--- config.mk ---
export PLATFORM = sky130hd
export DESIGN_NAME = echoing_line_assembler_unit_flat
export DESIGN_NICKNAME = d
export VERILOG_FILES = /design/src/rtl/ela_pkg.sv /design/src/rtl/ela_rx_if.sv /design/src/rtl/ela_res_if.sv /design/src/rtl/echoing_line_assembler_unit.sv /design/src/rtl/ela_dp.sv /design/src/rtl/ela_ctrl.sv /design/src/flat_wrapper.sv
export VERILOG_INCLUDE_DIRS = /design/src /design/src/rtl
export SDC_FILE = /design/constraint.sdc
export NUM_CORES = 1
export LEC_CHECK = 0
export ABC_AREA = 1
export BUFFER_PORTS_ARGS = -buffer_cell sky130_fd_sc_hd__buf_2
export CORE_AREA = 5 5 139 194
export DETAILED_ROUTE_END_ITERATION = 8
export DIE_AREA = 0 0 144 199
export PLACE_DENSITY_LB_ADDON = 0.08
export SLEW_MARGIN = 10
export SYNTH_ARGS = -nofsm -noshare
export SYNTH_HDL_FRONTEND = slang
export SYNTH_SLANG_ARGS = --single-unit
--- constraint.sdc ---
create_clock -name clk -period 3.85 [get_ports clk]
set_clock_uncertainty 0.05 [all_clocks]
set_input_delay 0.385 -clock clk [delete_from_list [all_inputs] [get_ports clk]]
set_output_delay 0.385 -clock clk [all_outputs]
set_load 0.01 [all_outputs]
--- src/rtl/assert_macros.svh ---
// ----------------------------------------------------------------------------
// assert_macros.svh
// Assertion macros shared by the RTL; they expand to nothing when SYNTH is set.
// ----------------------------------------------------------------------------
`ifndef ASSERT_MACROS_SVH
`define ASSERT_MACROS_SVH
`ifndef SYNTH
`define ASSERT_PROP(lbl, clk, rst_n, prop, msg) \
	lbl: assert property (@(posedge clk) disable iff (!rst_n) (prop)) else $error(msg);
`define ASSERT_NEVER(lbl, clk, rst_n, expr, msg) \
	lbl: assert property (@(posedge clk) disable iff (!rst_n) !(expr)) else $error(msg);
`else
`define ASSERT_PROP(lbl, clk, rst_n, prop, msg)
`define ASSERT_NEVER(lbl, clk, rst_n, expr, msg)
`endif
`endif

--- src/rtl/ela_pkg.sv ---
// ----------------------------------------------------------------------------
// ela_pkg
// Shared types and constants of the echoing line assembler.
// ----------------------------------------------------------------------------
package ela_pkg;

	localparam int unsigned LINE_CAP_DEF = 40;
	localparam logic [7:0]  CR_CODE      = 8'd13;

	typedef enum logic [1:0] {
		KIND_ECHO = 2'd0,
		KIND_LINE = 2'd1,
		KIND_TERM = 2'd2
	} kind_t;

	// controller -> datapath
	typedef struct packed {
		logic take;       // capture the incoming beat
		logic store;      // write held char at fill position, bump fill
		logic load_echo;  // output register <= echo of held char
		logic rd;         // read line store at replay index
		logic load_line;  // output register <= read data, bump index
		logic load_term;  // output register <= terminator, clear fill/index
	} ctrl_cmd_t;

	// datapath -> controller
	typedef struct packed {
		logic is_cr;
		logic full;
		logic empty;
		logic idx_last;
		logic slot_free;
	} dp_sts_t;

endpackage

--- src/rtl/ela_rx_if.sv ---
// ----------------------------------------------------------------------------
// ela_rx_if
// Receive channel: one character per beat.
// ----------------------------------------------------------------------------
interface ela_rx_if;
	logic       valid;
	logic       ready;
	logic [7:0] rx_byte;

	modport source (output valid, output rx_byte, input ready);
	modport sink   (input valid, input rx_byte, output ready);
endinterface

--- src/rtl/ela_res_if.sv ---
// ----------------------------------------------------------------------------
// ela_res_if
// Result channel: echo, line character or terminator per beat.
// ----------------------------------------------------------------------------
interface ela_res_if;
	logic           valid;
	logic           ready;
	ela_pkg::kind_t kind;
	logic [7:0]     data;
	logic           last;

	modport source (output valid, output kind, output data, output last, input ready);
	modport sink   (input valid, input kind, input data, input last, output ready);
endinterface

--- src/rtl/echoing_line_assembler_unit.sv ---
// ----------------------------------------------------------------------------
// echoing_line_assembler_unit
// Terminal line buffer with echo: assembles carriage-return-ended lines.
// ----------------------------------------------------------------------------
// Each received character is caught in a one-beat holding register, so rx is
// ready again as soon as the held character is dealt with, even while a
// result still waits in the output register. Any character other than a
// carriage return, the zero byte included, is stored and echoed (one beat,
// kind ECHO, last set). The echo beat passes from the holding register to
// the output register once that register is free, and no new character is
// taken while one is held. Once LINE_CAP-1 characters are stored, further
// characters are dropped with no beat. A carriage return is not stored or
// echoed: it replays the n stored characters as LINE beats and then sends
// one TERM beat (data 0, last set). Each LINE beat is read through the line
// store's single registered read port and then loaded into the one output
// register, and no character is taken during the replay. The fill count
// then returns to zero. The store needs no clearing after reset: only
// written entries are ever replayed.
// ----------------------------------------------------------------------------
`include "assert_macros.svh"

module echoing_line_assembler_unit #(
	parameter int unsigned LINE_CAP = ela_pkg::LINE_CAP_DEF
) (
	input  logic      clk,
	input  logic      arst_n,
	ela_rx_if.sink    rx,
	ela_res_if.source res
);

	ela_pkg::ctrl_cmd_t cmd;
	ela_pkg::dp_sts_t   sts;
	logic               out_load;
	logic               term_shown;

	// sequencing of each held character
	ela_ctrl u_ctrl (
		.clk      (clk),
		.arst_n   (arst_n),
		.rx_valid (rx.valid),
		.rx_ready (rx.ready),
		.sts      (sts),
		.cmd      (cmd)
	);

	// store, counters and output register
	ela_dp #(
		.LINE_CAP (LINE_CAP)
	) u_dp (
		.clk       (clk),
		.arst_n    (arst_n),
		.rx_byte   (rx.rx_byte),
		.out_ready (res.ready),
		.cmd       (cmd),
		.sts       (sts),
		.out_valid (res.valid),
		.out_kind  (res.kind),
		.out_data  (res.data),
		.out_last  (res.last)
	);

	assign out_load   = cmd.load_echo || cmd.load_line || cmd.load_term;
	assign term_shown = res.valid && res.last && (res.kind == ela_pkg::KIND_TERM) && sts.empty;

	// a beat is never loaded over one that has not been taken
	`ASSERT_NEVER(a_no_overwrite, clk, arst_n, out_load && res.valid && !res.ready, "beat overwritten")
	// only one kind of output load per cycle
	`ASSERT_PROP(a_one_load, clk, arst_n, $onehot0({cmd.load_echo, cmd.load_line, cmd.load_term}), "two loads")
	// terminator shows up next cycle, marked last, and the line is emptied
	`ASSERT_PROP(a_term_out, clk, arst_n, cmd.load_term |=> term_shown, "terminator not presented")
	// nothing is stored into a full line
	`ASSERT_NEVER(a_no_overfill, clk, arst_n, cmd.store && sts.full, "store written past capacity")

endmodule

--- src/rtl/ela_dp.sv ---
// ----------------------------------------------------------------------------
// ela_dp
// Datapath: input holding register, line store, fill/replay counters and
// the output register.
// ----------------------------------------------------------------------------
module ela_dp #(
	parameter int unsigned LINE_CAP = ela_pkg::LINE_CAP_DEF
) (
	input  logic                 clk,
	input  logic                 arst_n,
	input  logic [7:0]           rx_byte,
	input  logic                 out_ready,
	input  ela_pkg::ctrl_cmd_t   cmd,
	output ela_pkg::dp_sts_t     sts,
	output logic                 out_valid,
	output ela_pkg::kind_t       out_kind,
	output logic [7:0]           out_data,
	output logic                 out_last
);

	localparam int unsigned IDX_W = $clog2(LINE_CAP);

	logic [7:0]       rx_q;
	logic [7:0]       mem_q [LINE_CAP];
	logic [7:0]       rd_data_q;
	logic [IDX_W-1:0] fill_q;
	logic [IDX_W-1:0] idx_q;
	logic             out_valid_q;
	ela_pkg::kind_t   kind_q;
	logic [7:0]       data_q;
	logic             last_q;

	always_ff @(posedge clk) begin
		if (cmd.take) begin
			rx_q <= rx_byte;
		end
		if (cmd.store) begin
			mem_q[fill_q] <= rx_q;
		end
		if (cmd.rd) begin
			rd_data_q <= mem_q[idx_q];
		end
	end

	always_ff @(posedge clk or negedge arst_n) begin
		if (!arst_n) begin
			fill_q <= '0;
			idx_q  <= '0;
		end else if (cmd.load_term) begin
			fill_q <= '0;
			idx_q  <= '0;
		end else begin
			if (cmd.store) begin
				fill_q <= fill_q + IDX_W'(1);
			end
			if (cmd.load_line) begin
				idx_q <= idx_q + IDX_W'(1);
			end
		end
	end

	// single output slot; a load only happens when the slot is free
	always_ff @(posedge clk or negedge arst_n) begin
		if (!arst_n) begin
			out_valid_q <= 1'b0;
		end else if (cmd.load_echo || cmd.load_line || cmd.load_term) begin
			out_valid_q <= 1'b1;
		end else if (out_ready) begin
			out_valid_q <= 1'b0;
		end
	end

	always_ff @(posedge clk) begin
		if (cmd.load_echo) begin
			kind_q <= ela_pkg::KIND_ECHO;
			data_q <= rx_q;
			last_q <= 1'b1;
		end else if (cmd.load_line) begin
			kind_q <= ela_pkg::KIND_LINE;
			data_q <= rd_data_q;
			last_q <= 1'b0;
		end else if (cmd.load_term) begin
			kind_q <= ela_pkg::KIND_TERM;
			data_q <= '0;
			last_q <= 1'b1;
		end
	end

	assign sts.is_cr     = (rx_q == ela_pkg::CR_CODE);
	assign sts.full      = (fill_q == IDX_W'(LINE_CAP - 1));
	assign sts.empty     = (fill_q == '0);
	assign sts.idx_last  = ((idx_q + IDX_W'(1)) == fill_q);
	assign sts.slot_free = !out_valid_q || out_ready;

	assign out_valid = out_valid_q;
	assign out_kind  = kind_q;
	assign out_data  = data_q;
	assign out_last  = last_q;

endmodule

--- src/rtl/ela_ctrl.sv ---
// ----------------------------------------------------------------------------
// ela_ctrl
// Controller: sequences echo, drop and line replay for each held character.
// ----------------------------------------------------------------------------
module ela_ctrl (
	input  logic               clk,
	input  logic               arst_n,
	input  logic               rx_valid,
	output logic               rx_ready,
	input  ela_pkg::dp_sts_t   sts,
	output ela_pkg::ctrl_cmd_t cmd
);

	typedef enum logic [1:0] {
		ST_IDLE,
		ST_READ,
		ST_EMIT,
		ST_TERM
	} state_t;

	state_t state_q;
	state_t state_d;
	logic   pend_q;
	logic   done;

	always_comb begin
		cmd     = '0;
		done    = 1'b0;
		state_d = state_q;
		cmd.take = rx_valid && !pend_q;
		unique case (state_q)
			ST_IDLE: begin
				if (pend_q && sts.slot_free) begin
					if (sts.is_cr) begin
						if (sts.empty) begin
							cmd.load_term = 1'b1;
							done          = 1'b1;
						end else begin
							cmd.rd  = 1'b1;
							state_d = ST_EMIT;
						end
					end else begin
						cmd.store     = !sts.full;
						cmd.load_echo = !sts.full;
						done          = 1'b1;
					end
				end
			end
			ST_READ: begin
				cmd.rd  = 1'b1;
				state_d = ST_EMIT;
			end
			ST_EMIT: begin
				if (sts.slot_free) begin
					cmd.load_line = 1'b1;
					state_d       = sts.idx_last ? ST_TERM : ST_READ;
				end
			end
			ST_TERM: begin
				if (sts.slot_free) begin
					cmd.load_term = 1'b1;
					done          = 1'b1;
					state_d       = ST_IDLE;
				end
			end
		endcase
	end

	always_ff @(posedge clk or negedge arst_n) begin
		if (!arst_n) begin
			state_q <= ST_IDLE;
			pend_q  <= 1'b0;
		end else begin
			state_q <= state_d;
			if (cmd.take) begin
				pend_q <= 1'b1;
			end else if (done) begin
				pend_q <= 1'b0;
			end
		end
	end

	assign rx_ready = !pend_q;

endmodule
--- src/flat_wrapper.sv ---
// flat-port wrapper written by rule: the top's interface ports become plain ports
module echoing_line_assembler_unit_flat 
#(
	parameter int unsigned LINE_CAP = ela_pkg::LINE_CAP_DEF
)
  (clk, arst_n, rx_valid, rx_rx_byte, rx_ready, res_valid, res_kind, res_data, res_last, res_ready);
  ela_rx_if rx_i ();
  ela_res_if res_i ();
  input  logic clk;
  input  logic arst_n;
  input wire logic [$bits(rx_i.valid)-1:0] rx_valid;
  input wire logic [$bits(rx_i.rx_byte)-1:0] rx_rx_byte;
  output wire logic [$bits(rx_i.ready)-1:0] rx_ready;
  output wire logic [$bits(res_i.valid)-1:0] res_valid;
  output wire logic [$bits(res_i.kind)-1:0] res_kind;
  output wire logic [$bits(res_i.data)-1:0] res_data;
  output wire logic [$bits(res_i.last)-1:0] res_last;
  input wire logic [$bits(res_i.ready)-1:0] res_ready;
  assign rx_i.valid = rx_valid;
  assign rx_i.rx_byte = rx_rx_byte;
  assign rx_ready = rx_i.ready;
  assign res_valid = res_i.valid;
  assign res_kind = res_i.kind;
  assign res_data = res_i.data;
  assign res_last = res_i.last;
  assign res_i.ready = res_ready;
  echoing_line_assembler_unit #(.LINE_CAP(LINE_CAP)) u_core (.clk(clk), .arst_n(arst_n), .rx(rx_i), .res(res_i));
endmodule
==> results.md, run 1 <==
* Max Cap Violations at 0
* Starting Density at 59.6%
* Synth top area cells: edfxtp_1, nand2_1, nand3_1
* CP max-delay cell: nor2_1
* Most frequent cell after synthesis: nand2_1
* Final setup vio count at 0
* Area growth syn-to-layout at 10.8%
* VDD IR-drop max at 0.000520 V
* First-pass GRT wire length at 54300 um
* Clk slew on worst S/H paths at 0.06 ns
* Setup Buffers After CTS at 0
* Hold path cells at 3
* Final HPWL DP at 20900 um
* Final period util at 83.5%
* Clock Path Buffers at 3
* Worst hold start: rx_valid
* WP buf/inv at 2
* R2R Path Start: u_core.u_ctrl.state_q[0]
* Critical Path Source Type: flop
* RSZ-0062 raised after global routing: no
* Metal3 WL at 2000 um
* GRT overflow at 0
* Slowest Stage Delay on Critical Path at 0.82 ns
* Mapped cell area at 15000 um2
* Vias in the first global route at 9671
* H-tree levels at 2
* Yosys reg bits at 363
* I/O pin cnt at 25
* Crit path kind: flop to flop
* Slew headroom at 37.6%
* Syn. warnings at 0
* Syn nets at 1324
* Netlist cell types at 29
* # port buffers at 24
* Routed len/inst at 21.2 um
* CP Data Arrival Time at 3.31 ns
* Met2 wire len at 18700 um
* Final GP Congestion at 0.900
* Final Hold Fails at 0
* Worst hold slack at 0.0678 ns
* DRT Pass-1 Iters at 5
* Setup crit end kind: flop
* Critical path origin: u_core.u_ctrl.state_q[0]
* Antenna Cells at 0
* Clock Sinks at 363
* Crit path cell chain: inv_1 > ha_1 > nand2_1 > nor2_1 > nand2_1 > inv_1 > nand4_1 > nor2_1
* Req. time, crit path at 3.95 ns
* Fin. max-slew vios at 0
* Worst Reg2Reg Path Length in Cells at 8
* Initial antenna violation count at 0
* Post-synth top area share at 68.9%
* FFs w/ async S/R, synth at 4.41%
* Top post-synthesis cells by count: nand2_1, edfxtp_1, nand3_1
* Wl on met1 at 13300 um
* Post-CTS Hold Buffers at 9
* Die Wd at 144 um
* Top Layer Used: met4
* PD cells at 737 nW/um2
* CTS tree: yes
* Synth area leader: edfxtp_1
* Tightest Pin Transition at 0.937 ns
* Core box area at 25100 um2
* Register area share after synthesis at 72.0%
* Max Fclk at 311 MHz
* Via density at 5.80
* Share of cells above drive strength 1 at 7.95%
* Mapped Cells at 1304
* Post-DRT Antenna Nets at 0
* Worst Hold Class: input pin to flop
* Clock latency on the worst-skew pair at 0.52 ns
* DRC Markers at 0
* Die height at 199 um
* Crit-path leading delay family: simple AND/OR/NAND/NOR gates
* WP depth at 8
* Min cycle time layout at 3.22 ns
* Vias at 9659
* GR Util All Layers at 25.3%
* DIE AREA at 28700 um2
* Top FF cell, synth: edfxtp_1
* Final net count at 1340
* Num CTS Buffers at 34
* Status: completed
* Row cnt at 69
* Number of enable flip-flop cells after synthesis at 344
* Leakage at 6.06 nW
* Detailed Route WL at 35300 um
* Clk root buf: clkbuf_16
* CP Max Fanout at 15
* Setup TNS at 0 ns
* Initial DRC Count at 926
* Pin count of the biggest net entering global routing at 95
* Cts repair resizes at 0
* Syn Area/Cell at 11.5 um2
==> state kept, by name (all words and copies together) (netlist names) <==
name,cells
u_core.u_dp.out_kind,2
u_core.u_dp.rd_data_q,8
u_core.u_dp.rx_q,8
u_core.u_dp.out_valid,1
u_core.u_dp.fill_q,6
u_core.u_dp.idx_q,6
u_core.u_dp.out_data,8
u_core.u_dp.out_last,1
u_core.u_dp.mem_q,320
u_core.u_ctrl.state_q,2
u_core.u_ctrl.pend_q,1
==> final timing paths <==
path / to / slack [ns]
setup / recovery: u_core.u_dp.mem_q[32][2] / 0.63
hold / removal: u_core.u_ctrl.pend_q / 0.07
setup reg to reg: u_core.u_dp.mem_q[32][2] / 0.63
hold reg to reg: u_core.u_dp.out_kind[0] / 0.42
max in group asynchronous: u_core.u_dp.idx_q[0] / 3.13
min in group asynchronous: u_core.u_dp.idx_q[0] / 0.29
==> where the power goes <==
group          switching, mW  internal (mW)
Sequential             0.202           4.75
Combinational           2.82           1.01
Clock                   1.41           2.03
Total                   4.43           7.80
==> routing by layer <==
layer | up-vias | global-route usage (%)
li1 | 4608 | -
met1 | 4678 | 31.6
met2 | 304 | 45.3
met3 | 69 | 3.46
met4 | 0 | 8.76
met5 | - | 0
==> through the flow <==
stage | instances | total power, mW | setup WS [ns] | instance area (um2) | utilization, %
3_3_place_gp | 1594 | 8.80 | 0.727 | 15400 | 61.1
2_1_floorplan | 1304 | 7.56 | 1.45 | 15000 | -
4_1_cts | 1665 | 12.3 | 0.653 | 16600 | 66.1
6_report | 1665 | 12.2 | 0.635 | 16600 | 66.1
5_1_grt | 1665 | 12.9 | 0.475 | 16600 | 66.1
3_5_place_dp | 1594 | 8.85 | 0.670 | 15400 | 61.1
==> final cells by class <==
type / count / area [um2]
Sequential cell: 363 / 10800
Inverter: 33 / 126
Clock inverter: 21 / 205
Timing Repair Buffer: 52 / 378
Multi-Input combinational cell: 836 / 3750
Tap cell: 319 / 399
Clock buffer: 41 / 951
Fill cell: 1914 / 8520
==> cells by family after synthesis <==
group                      Yosys count  share of synthesized area, %
AOI/OAI and AO/OA                   78                          3.02
buffers and inverters              105                          2.99
DFF                                363                          72.0
xor gates and xnor gates             2                         0.117
and+or+nand+nor                    748                          21.2
adders and majority gates            8                         0.668
==> placed cells by master (no fill, tap or decap), drive strengths merged, types with 9 or more instances in the layout <==
| cell | count |
|---|---|
| buf | 43 |
| nand3 | 249 |
| nand2 | 390 |
| o21ai | 45 |
| inv | 29 |
| dfrtp | 16 |
| edfxtp | 344 |
| nor2 | 99 |
| clkinv | 19 |
| clkbuf | 41 |
| dlygate4sd3 | 9 |
==> worst reg2reg max path, stage by stage (launching register included) <==
cell     delay (ns)
dfrtp_1        0.40
inv_1          0.13
ha_1           0.22
nand2_1        0.10
nor2_1         0.10
nand2_1        0.06
inv_1          0.32
nand4_1        0.64
nor2_1         0.82
(Power assumes the default switching activity.)
==> run 2: changes to the inputs <==
--- a/config.mk
+++ b/config.mk
@@ -6,11 +6,11 @@
 export SDC_FILE = /design/constraint.sdc
 export NUM_CORES = 1
 export LEC_CHECK = 0
-export ABC_AREA = 1
+export ABC_AREA = 0
 export BUFFER_PORTS_ARGS = -buffer_cell sky130_fd_sc_hd__buf_2
-export CORE_AREA = 5 5 139 194
+export CORE_AREA = 5 5 143 200
 export DETAILED_ROUTE_END_ITERATION = 8
-export DIE_AREA = 0 0 144 199
+export DIE_AREA = 0 0 148 205
 export PLACE_DENSITY_LB_ADDON = 0.08
 export SLEW_MARGIN = 10
 export SYNTH_ARGS = -nofsm -noshare
==> constraint.sdc (replaced) <==
create_clock -name clk -period 2.7 [get_ports clk]
set_clock_uncertainty 0.05 [all_clocks]
set_input_delay 0.27 -clock clk [delete_from_list [all_inputs] [get_ports clk]]
set_output_delay 0.27 -clock clk [all_outputs]
set_load 0.01 [all_outputs]
==> run 2 against run 1 <==
Net effect: clock-buffer cell count grew 1; design area is essentially flat; via count shrank 20%; maximum frequency grew 25%; worst hold slack gained 0.086 ns; first-iteration DRC count shrank 40%; flip-flop and latch count is the same; non-clock buffer count grew 33; area after synthesis shrank 2.3%; critical path depth shrank 2; core utilization shrank 3.6 points.
==> results.md, run 2 <==
* Netlist cell types at 53
* Final Cell Area at 16600 um2
* Starting Density at 55.1%
* Critical path origin: u_core.u_ctrl.state_q[0]
* Row cnt at 71
* Largest register FFs at 320
* Post-synth top area share at 70.5%
* Req. time, crit path at 2.80 ns
* Setup Buffers After CTS at 0
* Clk slew on worst S/H paths at 0.07 ns
* Pin count of the biggest net entering global routing at 66
* Clock Sinks at 363
* Final Hold Fails at 0
* Final setup vio count at 0
* Crit path cell chain: inv_1 > ha_1 > o2111ai_4 > a31oi_4 > nand2_1 > nor2_1
* GRT overflow at 0
* Area growth syn-to-layout at 13.3%
* Inst Count DP at 1217
* FFs w/ async S/R, synth at 4.41%
* Detailed Route WL at 32000 um
* Status: completed
* Biggest register: u_core.u_dp.mem_q
* Die height at 205 um
* Initial DRC Count at 551
* # port buffers at 24
* Share of cells above drive strength 1 at 17.1%
* Clk root buf: clkbuf_16
* Final period util at 95.6%
* Core box area at 26600 um2
* Synth area leader: edfxtp_1
* CP Max Fanout at 8
* RSZ-0062 raised after global routing: yes
* Vias at 7699
* Power, Total at 16.4 mW
* Initial antenna violation count at 0
* Syn. warnings at 0
* Tightest Pin Transition at 0.802 ns
* Vias in the first global route at 7942
* Mapped cell area at 14600 um2
* Synth top area cells: edfxtp_1, mux2i_1, dfrtp_1
* Antenna Cells at 0
* Number of enable flip-flop cells after synthesis at 344
* Min cycle time layout at 2.58 ns
* Top post-synthesis cells by count: edfxtp_1, mux2i_1, nor2_1
* I/O pin cnt at 25
* DIE AREA at 30300 um2
* GR Util All Layers at 21.4%
* Crit path kind: flop to flop
* Register area share after synthesis at 73.7%
* Critical Path Source Type: flop
* Slowest Stage Delay on Critical Path at 0.67 ns
* Max Fclk at 388 MHz
* Most common cell after layout, fill and taps aside: edfxtp_1
* CP Data Arrival Time at 2.68 ns
* Worst Hold Class: input pin to async pin
* Fin worst setup slack at 0.120 ns
* Top FF cell, synth: edfxtp_1
* Syn Area/Cell at 17.0 um2
* Leakage at 5.66 nW
* Routed len/inst at 24.9 um
* Via density at 5.99
* Post-Layout Cell Count at 1285
* CTS tree: yes
* Fin. max-slew vios at 0
* DRT Pass-1 Iters at 5
* Max Cap Violations at 0
* Most frequent cell after synthesis: edfxtp_1
* CP max-delay cell: nor2_1
* DRC Markers at 0
* Final net count at 954
* Mapped Cells at 864
* Post-DRT Antenna Nets at 0
* Fill count at 1900
* Worst hold slack at 0.154 ns
* Yosys reg bits at 363
* Syn nets at 884
* Setup TNS at 0 ns
* Final HPWL DP at 20300 um
* Most frequent cells in the layout: edfxtp_1, mux2i_1, nor2_1, buf_4
* Post-DP Area at 15400 um2
* Slew headroom at 46.4%
* Final GP Congestion at 0.832
* Die Wd at 148 um
* Num CTS Buffers at 34
* First-pass GRT wire length at 48200 um
* Setup crit end kind: flop
* H-tree levels at 2
* Clock latency on the worst-skew pair at 0.52 ns
* Clock Path Buffers at 3
* VDD IR-drop max at 0.000672 V
* PD cells at 987 nW/um2
* R2R Path Start: u_core.u_ctrl.state_q[0]
* Layout Utilization at 62.5%
* DP Worst Slack at -0.0553 ns
## run 2: changes by cell type in the layout (fill, tap and decap cells not counted), sizes merged, moves of 10 or more
cell,delta
o21ai,-33
buf,+33
a22oi,+32
a22o,+16
nor2,-39
a221oi,+16
a21oi,+12
nand2,-353
nand3,-241
mux2i,+129
mux4,+16
inv,-18
mux2,+10
## run 2: worst paths after layout
| check | endpoint | depth (start not counted) | slack, ns |
|---|---|---|---|
| worst min-delay path | u_core.u_dp.out_valid | 2 | 0.15 |
| worst max register to register | u_core.u_dp.mem_q[7][5] | 6 | 0.12 |
| min in group clk | u_core.u_dp.rx_q[5] | 2 | 0.27 |
| worst min register to register | u_core.u_dp.out_kind[1] | 1 | 0.43 |
| worst max-delay path | u_core.u_dp.mem_q[7][5] | 6 | 0.12 |
| max in group asynchronous | u_core.u_dp.idx_q[0] | 2 | 2.12 |
## run 2: final cells by class
class	instances	area, um2	area share (%)
Inverter	10	37.5	0.226
Timing Repair Buffer	85	651	3.92
Clock inverter	17	175	1.06
Sequential cell	363	10800	65.1
Tap cell	328	410	2.47
Clock buffer	42	945	5.69
Multi-Input combinational cell	440	3580	21.6
## run 2: logic make-up after synthesis
kind of cell / Yosys count / share of synthesized area (%)
adders and majority gates: 8 / 0.683
muxes: 155 / 12.0
buffers and inverters: 61 / 2.08
AOI/OAI and AO/OA: 130 / 6.64
xor gates and xnor gates: 12 / 0.718
DFF: 363 / 73.7
and+or+nand+nor: 135 / 4.16
## run 2: routing by layer
layer / vias up / share of wire [%] / global-route usage [%]
met5: - / 0 / 0
met4: 0 / 2.9 / 7.20
met3: 62 / 4.0 / 3.28
met2: 195 / 54 / 38.4
met1: 3906 / 39 / 26.6
li1: 3536 / - / -
## run 2: report_power, final
| group | total (mW) | leakage [nW] | internal, mW | switching (mW) |
|---|---|---|---|---|
| logic | 4.64 | 1.79 | 1.85 | 2.78 |
| clock network | 4.79 | 0.539 | 2.79 | 2.00 |
| registers | 6.94 | 3.33 | 6.70 | 0.237 |
| total | 16.4 | 5.66 | 11.3 | 5.02 |
## run 2: worst max-delay path: cells and delay by family, from the launching register on
kind / cells / cell delay [ns]
flip-flops: 1 / 0.41
adder cells (fa/ha/maj): 1 / 0.26
buffers and inverters: 1 / 0.12
AND/OR/NAND/NOR: 2 / 0.93
AO/OA/AOI/OAI: 2 / 0.43
## run 2: what timing repair did
item / in CTS / in global routing
endpoints found under the hold margin: 24 / 0
endpoints found under the setup margin: 1 / 49
pin swaps: 0 / 0
hold buffers: 9 / 0
resized for setup: 1 / 1
